**config.mk**
```make
export PLATFORM = sky130hd
export DESIGN_NAME = xorshift64star_range_rng_top
export DESIGN_NICKNAME = d
export VERILOG_FILES = /design/src/rtl/xs64r_pkg.sv /design/src/rtl/xorshift64star_range_rng_top.sv /design/src/rtl/xs64r_div.sv /design/src/rtl/xs64r_ctrl.sv /design/src/rtl/xs64r_dp.sv
export SDC_FILE = /design/constraint.sdc
export NUM_CORES = 2
export LEC_CHECK = 0
export BUFFER_PORTS_ARGS = -buffer_cell sky130_fd_sc_hd__buf_2
export CELL_PAD_IN_SITES_DETAIL_PLACEMENT = 0
export CELL_PAD_IN_SITES_GLOBAL_PLACEMENT = 1
export CORE_MARGIN = 2
export CORE_UTILIZATION = 45
export CTS_BUF_LIST = sky130_fd_sc_hd__clkbuf_4 sky130_fd_sc_hd__clkbuf_8
export CTS_CLUSTER_DIAMETER = 60
export DETAILED_ROUTE_END_ITERATION = 8
export PLACE_DENSITY_LB_ADDON = 0.1
export SKIP_LAST_GASP = 1
export SYNTH_ARGS = -nofsm -noshare
export SYNTH_HDL_FRONTEND = slang
export SYNTH_SLANG_ARGS = --single-unit
export TNS_END_PERCENT = 100
```
**constraint.sdc**
```tcl
create_clock -name aclk -period 20.1 [get_ports aclk]
set_input_delay 4.02 -clock aclk [delete_from_list [all_inputs] [get_ports aclk]]
set_output_delay 4.02 -clock aclk [all_outputs]
set_load 0.02 [all_outputs]
```
**src/rtl/xs64r_pkg.sv**
```systemverilog
package xs64r_pkg;

    localparam int unsigned STATE_W   = 64;
    localparam int unsigned HALF_W    = 32;
    localparam int unsigned S_TDATA_W = 72;
    localparam int unsigned S_TUSER_W = 2;
    localparam int unsigned M_TDATA_W = 168;

    localparam logic [63:0] MULT_CONST = 64'd2685821657736338717;
    localparam logic [63:0] SEED_RESET = 64'd1;
    localparam logic [63:0] PCT_DIV    = 64'd100;

    localparam int unsigned SHIFT_A = 12;
    localparam int unsigned SHIFT_B = 25;
    localparam int unsigned SHIFT_C = 27;

    // radix-4 remainder unit
    localparam int unsigned DIV_STEPS = STATE_W / 2;
    localparam int unsigned DIV_CNT_W = $clog2(DIV_STEPS);

    typedef enum logic [1:0] {
        FUNC_RAW   = 2'd0,
        FUNC_RANGE = 2'd1,
        FUNC_PCT   = 2'd2
    } func_t;

    typedef enum logic [1:0] {
        MUL_NONE = 2'd0,
        MUL_LL   = 2'd1,
        MUL_HL   = 2'd2,
        MUL_LH   = 2'd3
    } mul_op_t;

    typedef enum logic [3:0] {
        ST_IDLE,
        ST_ADV,
        ST_MUL_LL,
        ST_MUL_HL,
        ST_MUL_LH,
        ST_SUM,
        ST_DIV_START,
        ST_DIV_WAIT,
        ST_DONE
    } ctrl_state_t;

    typedef struct packed {
        logic    seed_load;
        logic    in_load;
        logic    adv;
        mul_op_t mul_op;
        logic    raw_load;
        logic    div_start;
        logic    out_load;
    } ctrl_cmd_t;

    typedef struct packed {
        logic need_div;
        logic div_done;
    } ctrl_stat_t;

endpackage

```
**src/rtl/xorshift64star_range_rng_top.sv**
```systemverilog
// channel  dir  handshake           payload
// s_       in   s_tvalid/s_tready   s_tdata, s_tuser (request kind)
// m_       out  m_tvalid/m_tready   m_tdata
// cfg_     in   cfg_valid/cfg_ready cfg_data (seed)
//
// one request at a time; range and percent requests that divide take
// 32 radix-4 remainder steps in the divider
// the state updates in ST_ADV, the 64-bit multiply takes three passes of one 32x32 unit
// aresetn is synchronous; after reset the state holds 1
// a result waiting on m_tready holds its word; the next request is still accepted
// seed writes are taken only while no request is in progress
module xorshift64star_range_rng_top (
    input  logic                              aclk,
    input  logic                              aresetn,
    input  logic                              s_tvalid,
    output logic                              s_tready,
    // range_min[31:0], range_max[63:32], chance[70:64]
    input  logic [xs64r_pkg::S_TDATA_W-1:0]   s_tdata,
    // func[1:0]
    input  logic [xs64r_pkg::S_TUSER_W-1:0]   s_tuser,
    output logic                              m_tvalid,
    input  logic                              m_tready,
    // raw_value[63:0], range_value[95:64], chance_hit[96], range_error[97],
    // state_now[161:98]
    output logic [xs64r_pkg::M_TDATA_W-1:0]   m_tdata,
    input  logic                              cfg_valid,
    output logic                              cfg_ready,
    input  logic [63:0]                       cfg_data
);

    xs64r_pkg::ctrl_cmd_t  cmd;
    xs64r_pkg::ctrl_stat_t stat;

    xs64r_ctrl u_ctrl (
        .aclk      (aclk),
        .aresetn   (aresetn),
        .s_tvalid  (s_tvalid),
        .s_tready  (s_tready),
        .m_tvalid  (m_tvalid),
        .m_tready  (m_tready),
        .cfg_valid (cfg_valid),
        .cfg_ready (cfg_ready),
        .stat      (stat),
        .cmd       (cmd)
    );

    xs64r_dp u_dp (
        .aclk     (aclk),
        .aresetn  (aresetn),
        .s_tdata  (s_tdata),
        .s_tuser  (s_tuser),
        .cfg_data (cfg_data),
        .m_tdata  (m_tdata),
        .cmd      (cmd),
        .stat     (stat)
    );

endmodule

```
**src/rtl/xs64r_div.sv**
```systemverilog
module xs64r_div (
    input  logic        aclk,
    input  logic        aresetn,
    input  logic        start,
    input  logic [63:0] dividend,
    input  logic [63:0] divisor,
    output logic        done,
    output logic [63:0] rem
);

    logic                                busy_reg;
    logic                                done_reg;
    logic [xs64r_pkg::DIV_CNT_W-1:0]     cnt_reg;
    logic [63:0]                         rem_reg;
    logic [63:0]                         quo_reg;
    logic [63:0]                         d1_reg;
    logic [65:0]                         d3_reg;

    logic [65:0] part;
    logic [66:0] diff1;
    logic [66:0] diff2;
    logic [66:0] diff3;
    logic [63:0] rem_next;
    logic        last;

    assign part  = {rem_reg, quo_reg[63:62]};
    assign diff3 = {1'b0, part} - {1'b0, d3_reg};
    assign diff2 = {1'b0, part} - {2'b00, d1_reg, 1'b0};
    assign diff1 = {1'b0, part} - {3'b000, d1_reg};
    assign last  = (cnt_reg == xs64r_pkg::DIV_CNT_W'(xs64r_pkg::DIV_STEPS - 1));

    // pick the largest multiple of the divisor that fits
    always_comb begin
        if (!diff3[66]) begin
            rem_next = diff3[63:0];
        end else if (!diff2[66]) begin
            rem_next = diff2[63:0];
        end else if (!diff1[66]) begin
            rem_next = diff1[63:0];
        end else begin
            rem_next = part[63:0];
        end
    end

    always_ff @(posedge aclk) begin
        if (!aresetn) begin
            busy_reg <= 1'b0;
            done_reg <= 1'b0;
            cnt_reg  <= '0;
        end else begin
            done_reg <= busy_reg && last;
            if (start) begin
                busy_reg <= 1'b1;
                cnt_reg  <= '0;
            end else if (busy_reg) begin
                cnt_reg <= cnt_reg + 1'b1;
                if (last) begin
                    busy_reg <= 1'b0;
                end
            end
        end
    end

    always_ff @(posedge aclk) begin
        if (start) begin
            rem_reg <= '0;
            quo_reg <= dividend;
            d1_reg  <= divisor;
            d3_reg  <= {2'b00, divisor} + {1'b0, divisor, 1'b0};
        end else if (busy_reg) begin
            rem_reg <= rem_next;
            quo_reg <= {quo_reg[61:0], 2'b00};
        end
    end

    assign done = done_reg;
    assign rem  = rem_reg;

endmodule

```
**src/rtl/xs64r_ctrl.sv**
```systemverilog
module xs64r_ctrl (
    input  logic                  aclk,
    input  logic                  aresetn,
    input  logic                  s_tvalid,
    output logic                  s_tready,
    output logic                  m_tvalid,
    input  logic                  m_tready,
    input  logic                  cfg_valid,
    output logic                  cfg_ready,
    input  xs64r_pkg::ctrl_stat_t stat,
    output xs64r_pkg::ctrl_cmd_t  cmd
);

    xs64r_pkg::ctrl_state_t state_reg;
    xs64r_pkg::ctrl_state_t state_next;
    logic                   out_valid_reg;
    logic                   out_valid_next;
    logic                   out_free;

    assign out_free = !out_valid_reg || m_tready;

    always_ff @(posedge aclk) begin
        if (!aresetn) begin
            state_reg     <= xs64r_pkg::ST_IDLE;
            out_valid_reg <= 1'b0;
        end else begin
            state_reg     <= state_next;
            out_valid_reg <= out_valid_next;
        end
    end

    always_comb begin
        state_next    = state_reg;
        cmd           = '0;
        cmd.mul_op    = xs64r_pkg::MUL_NONE;
        s_tready      = 1'b0;
        cfg_ready     = 1'b0;
        unique case (state_reg)
            xs64r_pkg::ST_IDLE: begin
                s_tready      = 1'b1;
                cfg_ready     = 1'b1;
                cmd.seed_load = cfg_valid;
                if (s_tvalid) begin
                    cmd.in_load = 1'b1;
                    state_next  = xs64r_pkg::ST_ADV;
                end
            end
            xs64r_pkg::ST_ADV: begin
                cmd.adv    = 1'b1;
                state_next = xs64r_pkg::ST_MUL_LL;
            end
            xs64r_pkg::ST_MUL_LL: begin
                cmd.mul_op = xs64r_pkg::MUL_LL;
                state_next = xs64r_pkg::ST_MUL_HL;
            end
            xs64r_pkg::ST_MUL_HL: begin
                cmd.mul_op = xs64r_pkg::MUL_HL;
                state_next = xs64r_pkg::ST_MUL_LH;
            end
            xs64r_pkg::ST_MUL_LH: begin
                cmd.mul_op = xs64r_pkg::MUL_LH;
                state_next = xs64r_pkg::ST_SUM;
            end
            xs64r_pkg::ST_SUM: begin
                cmd.raw_load = 1'b1;
                state_next   = stat.need_div ? xs64r_pkg::ST_DIV_START : xs64r_pkg::ST_DONE;
            end
            xs64r_pkg::ST_DIV_START: begin
                cmd.div_start = 1'b1;
                state_next    = xs64r_pkg::ST_DIV_WAIT;
            end
            xs64r_pkg::ST_DIV_WAIT: begin
                if (stat.div_done) begin
                    state_next = xs64r_pkg::ST_DONE;
                end
            end
            xs64r_pkg::ST_DONE: begin
                if (out_free) begin
                    cmd.out_load = 1'b1;
                    state_next   = xs64r_pkg::ST_IDLE;
                end
            end
            default: begin
                state_next = xs64r_pkg::ST_IDLE;
            end
        endcase
    end

    always_comb begin
        out_valid_next = out_valid_reg;
        if (m_tready) begin
            out_valid_next = 1'b0;
        end
        if (cmd.out_load) begin
            out_valid_next = 1'b1;
        end
    end

    assign m_tvalid = out_valid_reg;

endmodule

```
**src/rtl/xs64r_dp.sv**
```systemverilog
module xs64r_dp (
    input  logic                                aclk,
    input  logic                                aresetn,
    input  logic [xs64r_pkg::S_TDATA_W-1:0]     s_tdata,
    input  logic [xs64r_pkg::S_TUSER_W-1:0]     s_tuser,
    input  logic [63:0]                         cfg_data,
    output logic [xs64r_pkg::M_TDATA_W-1:0]     m_tdata,
    input  xs64r_pkg::ctrl_cmd_t                cmd,
    output xs64r_pkg::ctrl_stat_t               stat
);

    logic [63:0] rng_state_reg;
    logic [63:0] rng_state_next;
    logic [63:0] sh1;
    logic [63:0] sh2;

    logic [1:0]  func_reg;
    logic [31:0] rmin_reg;
    logic [31:0] rmax_reg;
    logic [6:0]  chance_reg;

    logic [63:0] p_ll_reg;
    logic [31:0] p_hl_reg;
    logic [31:0] p_lh_reg;
    logic [63:0] raw_reg;
    logic [63:0] raw_next;

    logic [31:0] mul_a;
    logic [31:0] mul_b;
    logic [63:0] mul_p;

    logic [31:0] span32;
    logic [63:0] span64;
    logic        span_zero;
    logic        is_rng;
    logic        is_pct;
    logic [63:0] divisor;
    logic        div_done;
    logic [63:0] div_rem;

    logic [63:0] out_raw_reg;
    logic [31:0] out_range_reg;
    logic [31:0] out_range_next;
    logic        out_hit_reg;
    logic        out_hit_next;
    logic        out_err_reg;
    logic        out_err_next;
    logic [63:0] out_state_reg;

    // xorshift step
    assign sh1            = rng_state_reg ^ (rng_state_reg >> xs64r_pkg::SHIFT_A);
    assign sh2            = sh1 ^ (sh1 << xs64r_pkg::SHIFT_B);
    assign rng_state_next = sh2 ^ (sh2 >> xs64r_pkg::SHIFT_C);

    always_ff @(posedge aclk) begin
        if (!aresetn) begin
            rng_state_reg <= xs64r_pkg::SEED_RESET;
        end else if (cmd.seed_load) begin
            rng_state_reg <= cfg_data;
        end else if (cmd.adv) begin
            rng_state_reg <= rng_state_next;
        end
    end

    // shared 32x32 multiplier, low 64 bits of state times constant
    always_comb begin
        unique case (cmd.mul_op)
            xs64r_pkg::MUL_HL: begin
                mul_a = rng_state_reg[63:32];
                mul_b = xs64r_pkg::MULT_CONST[31:0];
            end
            xs64r_pkg::MUL_LH: begin
                mul_a = rng_state_reg[31:0];
                mul_b = xs64r_pkg::MULT_CONST[63:32];
            end
            default: begin
                mul_a = rng_state_reg[31:0];
                mul_b = xs64r_pkg::MULT_CONST[31:0];
            end
        endcase
    end

    assign mul_p    = {32'd0, mul_a} * {32'd0, mul_b};
    assign raw_next = p_ll_reg + {p_hl_reg + p_lh_reg, 32'd0};

    assign is_rng    = (func_reg == xs64r_pkg::FUNC_RANGE);
    assign is_pct    = (func_reg == xs64r_pkg::FUNC_PCT);
    assign span32    = rmax_reg - rmin_reg + 32'd1;
    assign span64    = {{32{span32[31]}}, span32};
    assign span_zero = (span32 == 32'd0);
    assign divisor   = is_pct ? xs64r_pkg::PCT_DIV : span64;

    assign stat.need_div = (is_rng && !span_zero) || is_pct;
    assign stat.div_done = div_done;

    xs64r_div u_div (
        .aclk     (aclk),
        .aresetn  (aresetn),
        .start    (cmd.div_start),
        .dividend (raw_reg),
        .divisor  (divisor),
        .done     (div_done),
        .rem      (div_rem)
    );

    always_comb begin
        out_range_next = 32'd0;
        out_hit_next   = 1'b0;
        out_err_next   = 1'b0;
        if (is_rng) begin
            out_err_next   = span_zero;
            out_range_next = span_zero ? rmin_reg : div_rem[31:0] + rmin_reg;
        end else if (is_pct) begin
            out_hit_next = (div_rem < {57'd0, chance_reg});
        end
    end

    always_ff @(posedge aclk) begin
        if (cmd.in_load) begin
            func_reg   <= s_tuser;
            rmin_reg   <= s_tdata[31:0];
            rmax_reg   <= s_tdata[63:32];
            chance_reg <= s_tdata[70:64];
        end
        case (cmd.mul_op)
            xs64r_pkg::MUL_LL: p_ll_reg <= mul_p;
            xs64r_pkg::MUL_HL: p_hl_reg <= mul_p[31:0];
            xs64r_pkg::MUL_LH: p_lh_reg <= mul_p[31:0];
            default: ;
        endcase
        if (cmd.raw_load) begin
            raw_reg <= raw_next;
        end
        if (cmd.out_load) begin
            out_raw_reg   <= raw_reg;
            out_range_reg <= out_range_next;
            out_hit_reg   <= out_hit_next;
            out_err_reg   <= out_err_next;
            out_state_reg <= rng_state_reg;
        end
    end

    assign m_tdata = {6'd0, out_state_reg, out_err_reg, out_hit_reg, out_range_reg, out_raw_reg};

endmodule

```
[Word level (Yosys, flattened, before mapping)]
Cells that the tools add are included.
Word-level totals
  input port bits: 143
  word-level logic and storage cells: 101
  bits in registers: 761
Cells by class
  multiply operators: 1
  reductions and logical operators: 14
  equality and inequality tests: 17
  muxes and demuxes: 30
  add/subtract/negate cells: 10
  $lt $le $gt $ge: 1
  bitwise gates (word level): 5
Operators with widths (count)
  64-bit two-way mux: 8
  66-bit by 64-bit subtractor with 67-bit output: 1
  66-bit by 65-bit subtractor with 67-bit output: 1
  66-bit by 66-bit subtractor with 67-bit output: 1
  64-bit by 65-bit adder with 66-bit output: 1
  32-bit adder: 2
  64-bit adder: 1
  64-bit by 7-bit < comparator with 1-bit output: 1
  32-bit two-way mux: 2
  64-bit by 37-bit XOR with 64-bit output: 1
  64-bit by 52-bit XOR with 64-bit output: 1
  64-bit XOR: 1
  32-bit by 31-bit multiplier with 63-bit output: 1
  4-bit case mux with 9 select lines: 1
  32-bit by 1-bit adder with 32-bit output, second input constant: 1
  32-bit logical NOT: 1
  32-bit subtractor: 1
  31-bit two-way mux: 1
  4-bit by 3-bit == test with 1-bit output, second input constant: 4
  4-bit two-way mux: 4
  1-bit two-way mux: 12
  4-bit by 2-bit == test with 1-bit output, second input constant: 2
  2-bit == test, second input constant: 3
  2-bit case mux with 3 select lines: 1
  other kinds (16): 25

[Longest topological paths before layout]
  depth after elaboration: 8
  depth in mapped cells: 37
  mapped depth without buffers: 36

[Modules after synthesis]
A second synthesis with hierarchy kept.
Second synthesis, totals
  cell total of the unflattened synthesis: 7693
  area, all modules: 74784.2 um^2
By module, submodules not included
  xs64r_dp: cells each 4613, area an instance 48838.1 um^2, seq. area each 14103.5 um^2, times used 1
  xs64r_div: cells each 3035, area an instance 25542.0 um^2, seq. area each 7216.9 um^2, times used 1
  xs64r_ctrl: cells each 45, area an instance 404.1 um^2, seq. area each 100.1 um^2, times used 1

[Least setup slack after synthesis]
OpenSTA, ideal clock, no wires.
  path kind: input port to flip-flop
  start: input m_tready
  end: register u_dp.out_err_reg (enable)
  library setup time: 1.080 ns
  required time: 19.020 ns
  stages on the path: 2
  slack: -0.196 ns
  buffers on the path: 0
  arrival: 19.216 ns
  cell sequence: nor2b_1 nor4_1
RTL lines
  start, declared: RTL line xorshift64star_range_rng_top.sv:22  | input logic m_tready,
  end signal, assigned: RTL line xs64r_dp.sv:138  | out_err_reg <= out_err_next;
  end, declared: RTL line xs64r_dp.sv:46  | logic out_err_reg;

[Worst setup path in the final report]
  start: register u_ctrl.state_reg[1]
  end: register u_dp.p_ll_reg[61], data pin
Between the ends
  cells in the longest elaborated chain, start to end: 5
  elaborated cells between the ends (all ways): 9
  classes of those cells: 1 x mul; 5 x eq/ne; 3 x mux
RTL lines
  start, declared: RTL line xs64r_ctrl.sv:14  | xs64r_pkg::ctrl_state_t state_reg;
  start signal, assigned: RTL line xs64r_ctrl.sv:24  | state_reg <= xs64r_pkg::ST_IDLE;
  start signal, assigned: RTL line xs64r_ctrl.sv:27  | state_reg <= state_next;
  4-bit by 3-bit == test with 1-bit output or 4-bit by 2-bit == test with 1-bit output (tied branches): RTL line xs64r_ctrl.sv:38  | unique case (state_reg)
  2-bit case mux with 3 select lines (*): RTL line xs64r_ctrl.sv:38
  2-bit == test: RTL line xs64r_dp.sv:67  | unique case (cmd.mul_op)
  32-bit two-way mux or 31-bit two-way mux (tied branches): RTL line xs64r_dp.sv:67
  32-bit by 31-bit multiplier with 63-bit output (*): RTL line xs64r_dp.sv:83  | assign mul_p = {32'd0, mul_a} * {32'd0, mul_b};
  named net u_dp.mul_p[61]: RTL line xs64r_dp.sv:30  | logic [63:0] mul_p;
  end signal, assigned: RTL line xs64r_dp.sv:126  | xs64r_pkg::MUL_LL: p_ll_reg <= mul_p;
  end, declared: RTL line xs64r_dp.sv:22  | logic [63:0] p_ll_reg;
The timed path passes the listed nets; every way through them passes the cells marked *.
A chain may end at the register's enable or synchronous reset.

==> out/metrics.cfg <==
[run_status]
outcome=finished, final reports clean

[routing]
vias_per_cell=5.58
routed_wl_um=216000
final_antenna_net_count=0
vias=52100
drcViolationCount=0
wl_per_cell_um=23.2
routed-wl-met3_um=12100
drtIter0Drc=3904
dr.pass1.iters=6
routed.top_layer=met5
wl_met2_um=99700
drt-met1-wl_um=98400

[sta]
fin_skew_ps=65.6
slew_headroom=0.176
max_freq_ghz=0.0845
rsz0062_at_grt=no
finalSetupTns_ps=0
min_period_over_period=0.589
hold_viol=0
tightest_slew_ps=1230
min_period_ps=11830
setup_viol_count_final=0
finalMaxSlewViolations=0

[worst_setup_path]
critPathArrivalTime_ps=12380
worst-path-buf-inv=7
cp_slowest_cell=a2111oi_0
path_max_fanout=22
critPathKind=flop to flop
cpLargestDelayFamily=adder cells
timing.rr.start=u_ctrl.state_reg[1]$_SDFFE_PN0P_
crit_path_frequent_cell=fa_1
crit_path_start_kind=flop
crit_start=u_ctrl.state_reg[1]$_SDFFE_PN0P_
cp-end-kind=flop
cpPeakStageDelay_ps=860
critPathRequiredTime_ps=20640

[floorplanning]
die_h_um=391
initial_core_util=0.455
core-area_mm2=0.148
num_io_pins=314
row_count=141
dieArea_mm2=0.153
dieWidth_um=391

[yosys]
ys_seq_elements=694
yosysSeqAreaShare=0.289
syn_area_mm2=0.0673
async_flop_share=0
post_synth.cell_area_avg_um2=9.60
netlist_instances=7010
synthFlopType=edfxtp_1
synth_cell_types=103
ys.warnings.count=0
synth_edf_count=554

[finish]
final_common_cell=inv_1
fill_cells=14100
drive_above_1_share=0.0915
final_nets=8727
final_cell_mix=1078 x inv_1, 725 x ha_1, 586 x nand2_1, 561 x fa_1, 554 x edfxtp_1
layout-area-overhead-vs-synth_pct=9.50

[clocking]
cts_setup_buffers=0
clkTransAtPathRegs_ps=50
clock_path_buffers=3
cts-root-buf=clkbuf_8
cts_resized=0
cts_buffers=133
hold_buffers=0
tritoncts=yes
cts_num_sinks=694
h-tree-depth=4
insertion_delay_ps=840

[global_routing]
grt_pass1_vias=52200
grt_pass1_wl_um=327000
antenna_found_initial=6
grt_max_degree=75
grt_use_total=0.284
grt_overflow=0

[min_path]
hold_class=flop to flop
hold_start=u_dp.p_ll_reg[30]$_DFFE_PN_

[flow_run]
max_cap_violations=0

[placement]
dp_hpwl_um=172000
io_buffers=306
gp_congestion=0.940

## cells by family after synthesis
kind of cell / count (synthesis) / synth area share
other cells: 1 / 0.0000557
xor+xnor: 483 / 0.0632
flops: 694 / 0.289
fa+ha+maj: 1286 / 0.302
buf+inv: 1337 / 0.0762
mux: 66 / 0.0101
simple gates: 1549 / 0.106
compound gates: 1594 / 0.154
## through the flow
| step | instance area [um^2] | hold slack (ps) | util | setup slack (ps) | std cells |
|---|---|---|---|---|---|
| floorplan | 67400 | 400 | - | 6530 | 7046 |
| global placement | 70900 | 404 | 0.479 | 8250 | 9093 |
| finish | 73700 | 395 | 0.498 | 8270 | 9331 |
| detailed placement | 70900 | 405 | 0.479 | 8270 | 9093 |
| global route | 73700 | 414 | 0.498 | 7490 | 9329 |
| CTS | 73700 | 398 | 0.498 | 8220 | 9328 |
## per-layer routing
metal  GRT usage  vias to the layer above
met5           0                        -
met1       0.396                    25700
met4      0.0784                        2
met3      0.0400                      280
li1            -                    24600
met2       0.461                     1450
## path summary, 6_finish.rpt
kind	cells after the start	endpoint	slack (ps)
hold / removal	0	u_dp.raw_reg[30]$_DFFE_PN_	390
setup reg to reg	34	u_dp.p_ll_reg[61]$_DFFE_PN_	8270
hold reg to reg	0	u_dp.raw_reg[30]$_DFFE_PN_	390
setup / recovery	34	u_dp.p_ll_reg[61]$_DFFE_PN_	8270
## area by class of cell
class	count	area [um^2]	area share
multi-input cells	5015	43000	0.583
clock buffers	178	2220	0.0301
flip-flops and latches	694	19400	0.264
repair buffers	368	2000	0.0271
well taps	1930	2410	0.0328
inverters	1086	4080	0.0554
diodes	3	7.51	0.000102
clock inverters	57	553	0.00751
## Yosys cell counts, drive strengths merged (31+ instances only)
master	number	area, um^2
a21oi	471	2360
o211ai	52	390
nand2	587	2200
buf	66	355
o21ai	348	1750
mux2i	49	490
dfxtp	140	2800
xor2	162	1420
nor3	78	390
and2	32	200
nor2	401	1510
a211oi	49	378
a31oi	39	244
nor2b	63	394
inv	1082	4060
nand4	56	350
xnor2	320	2810
fa	561	11200
ha	725	9070
a21o	174	1310
nor4	31	194
edfxtp	554	16600
nand3	91	455
or3	38	238
and3	40	250
clkbuf	185	694
a22oi	33	248
nand2b	66	413
o21a	59	443
a21boi	49	372
o21bai	58	439
Power is left out: the tool's default activity adds up to more than one toggle a clock period on the data nets, which glitch-free logic cannot reach.
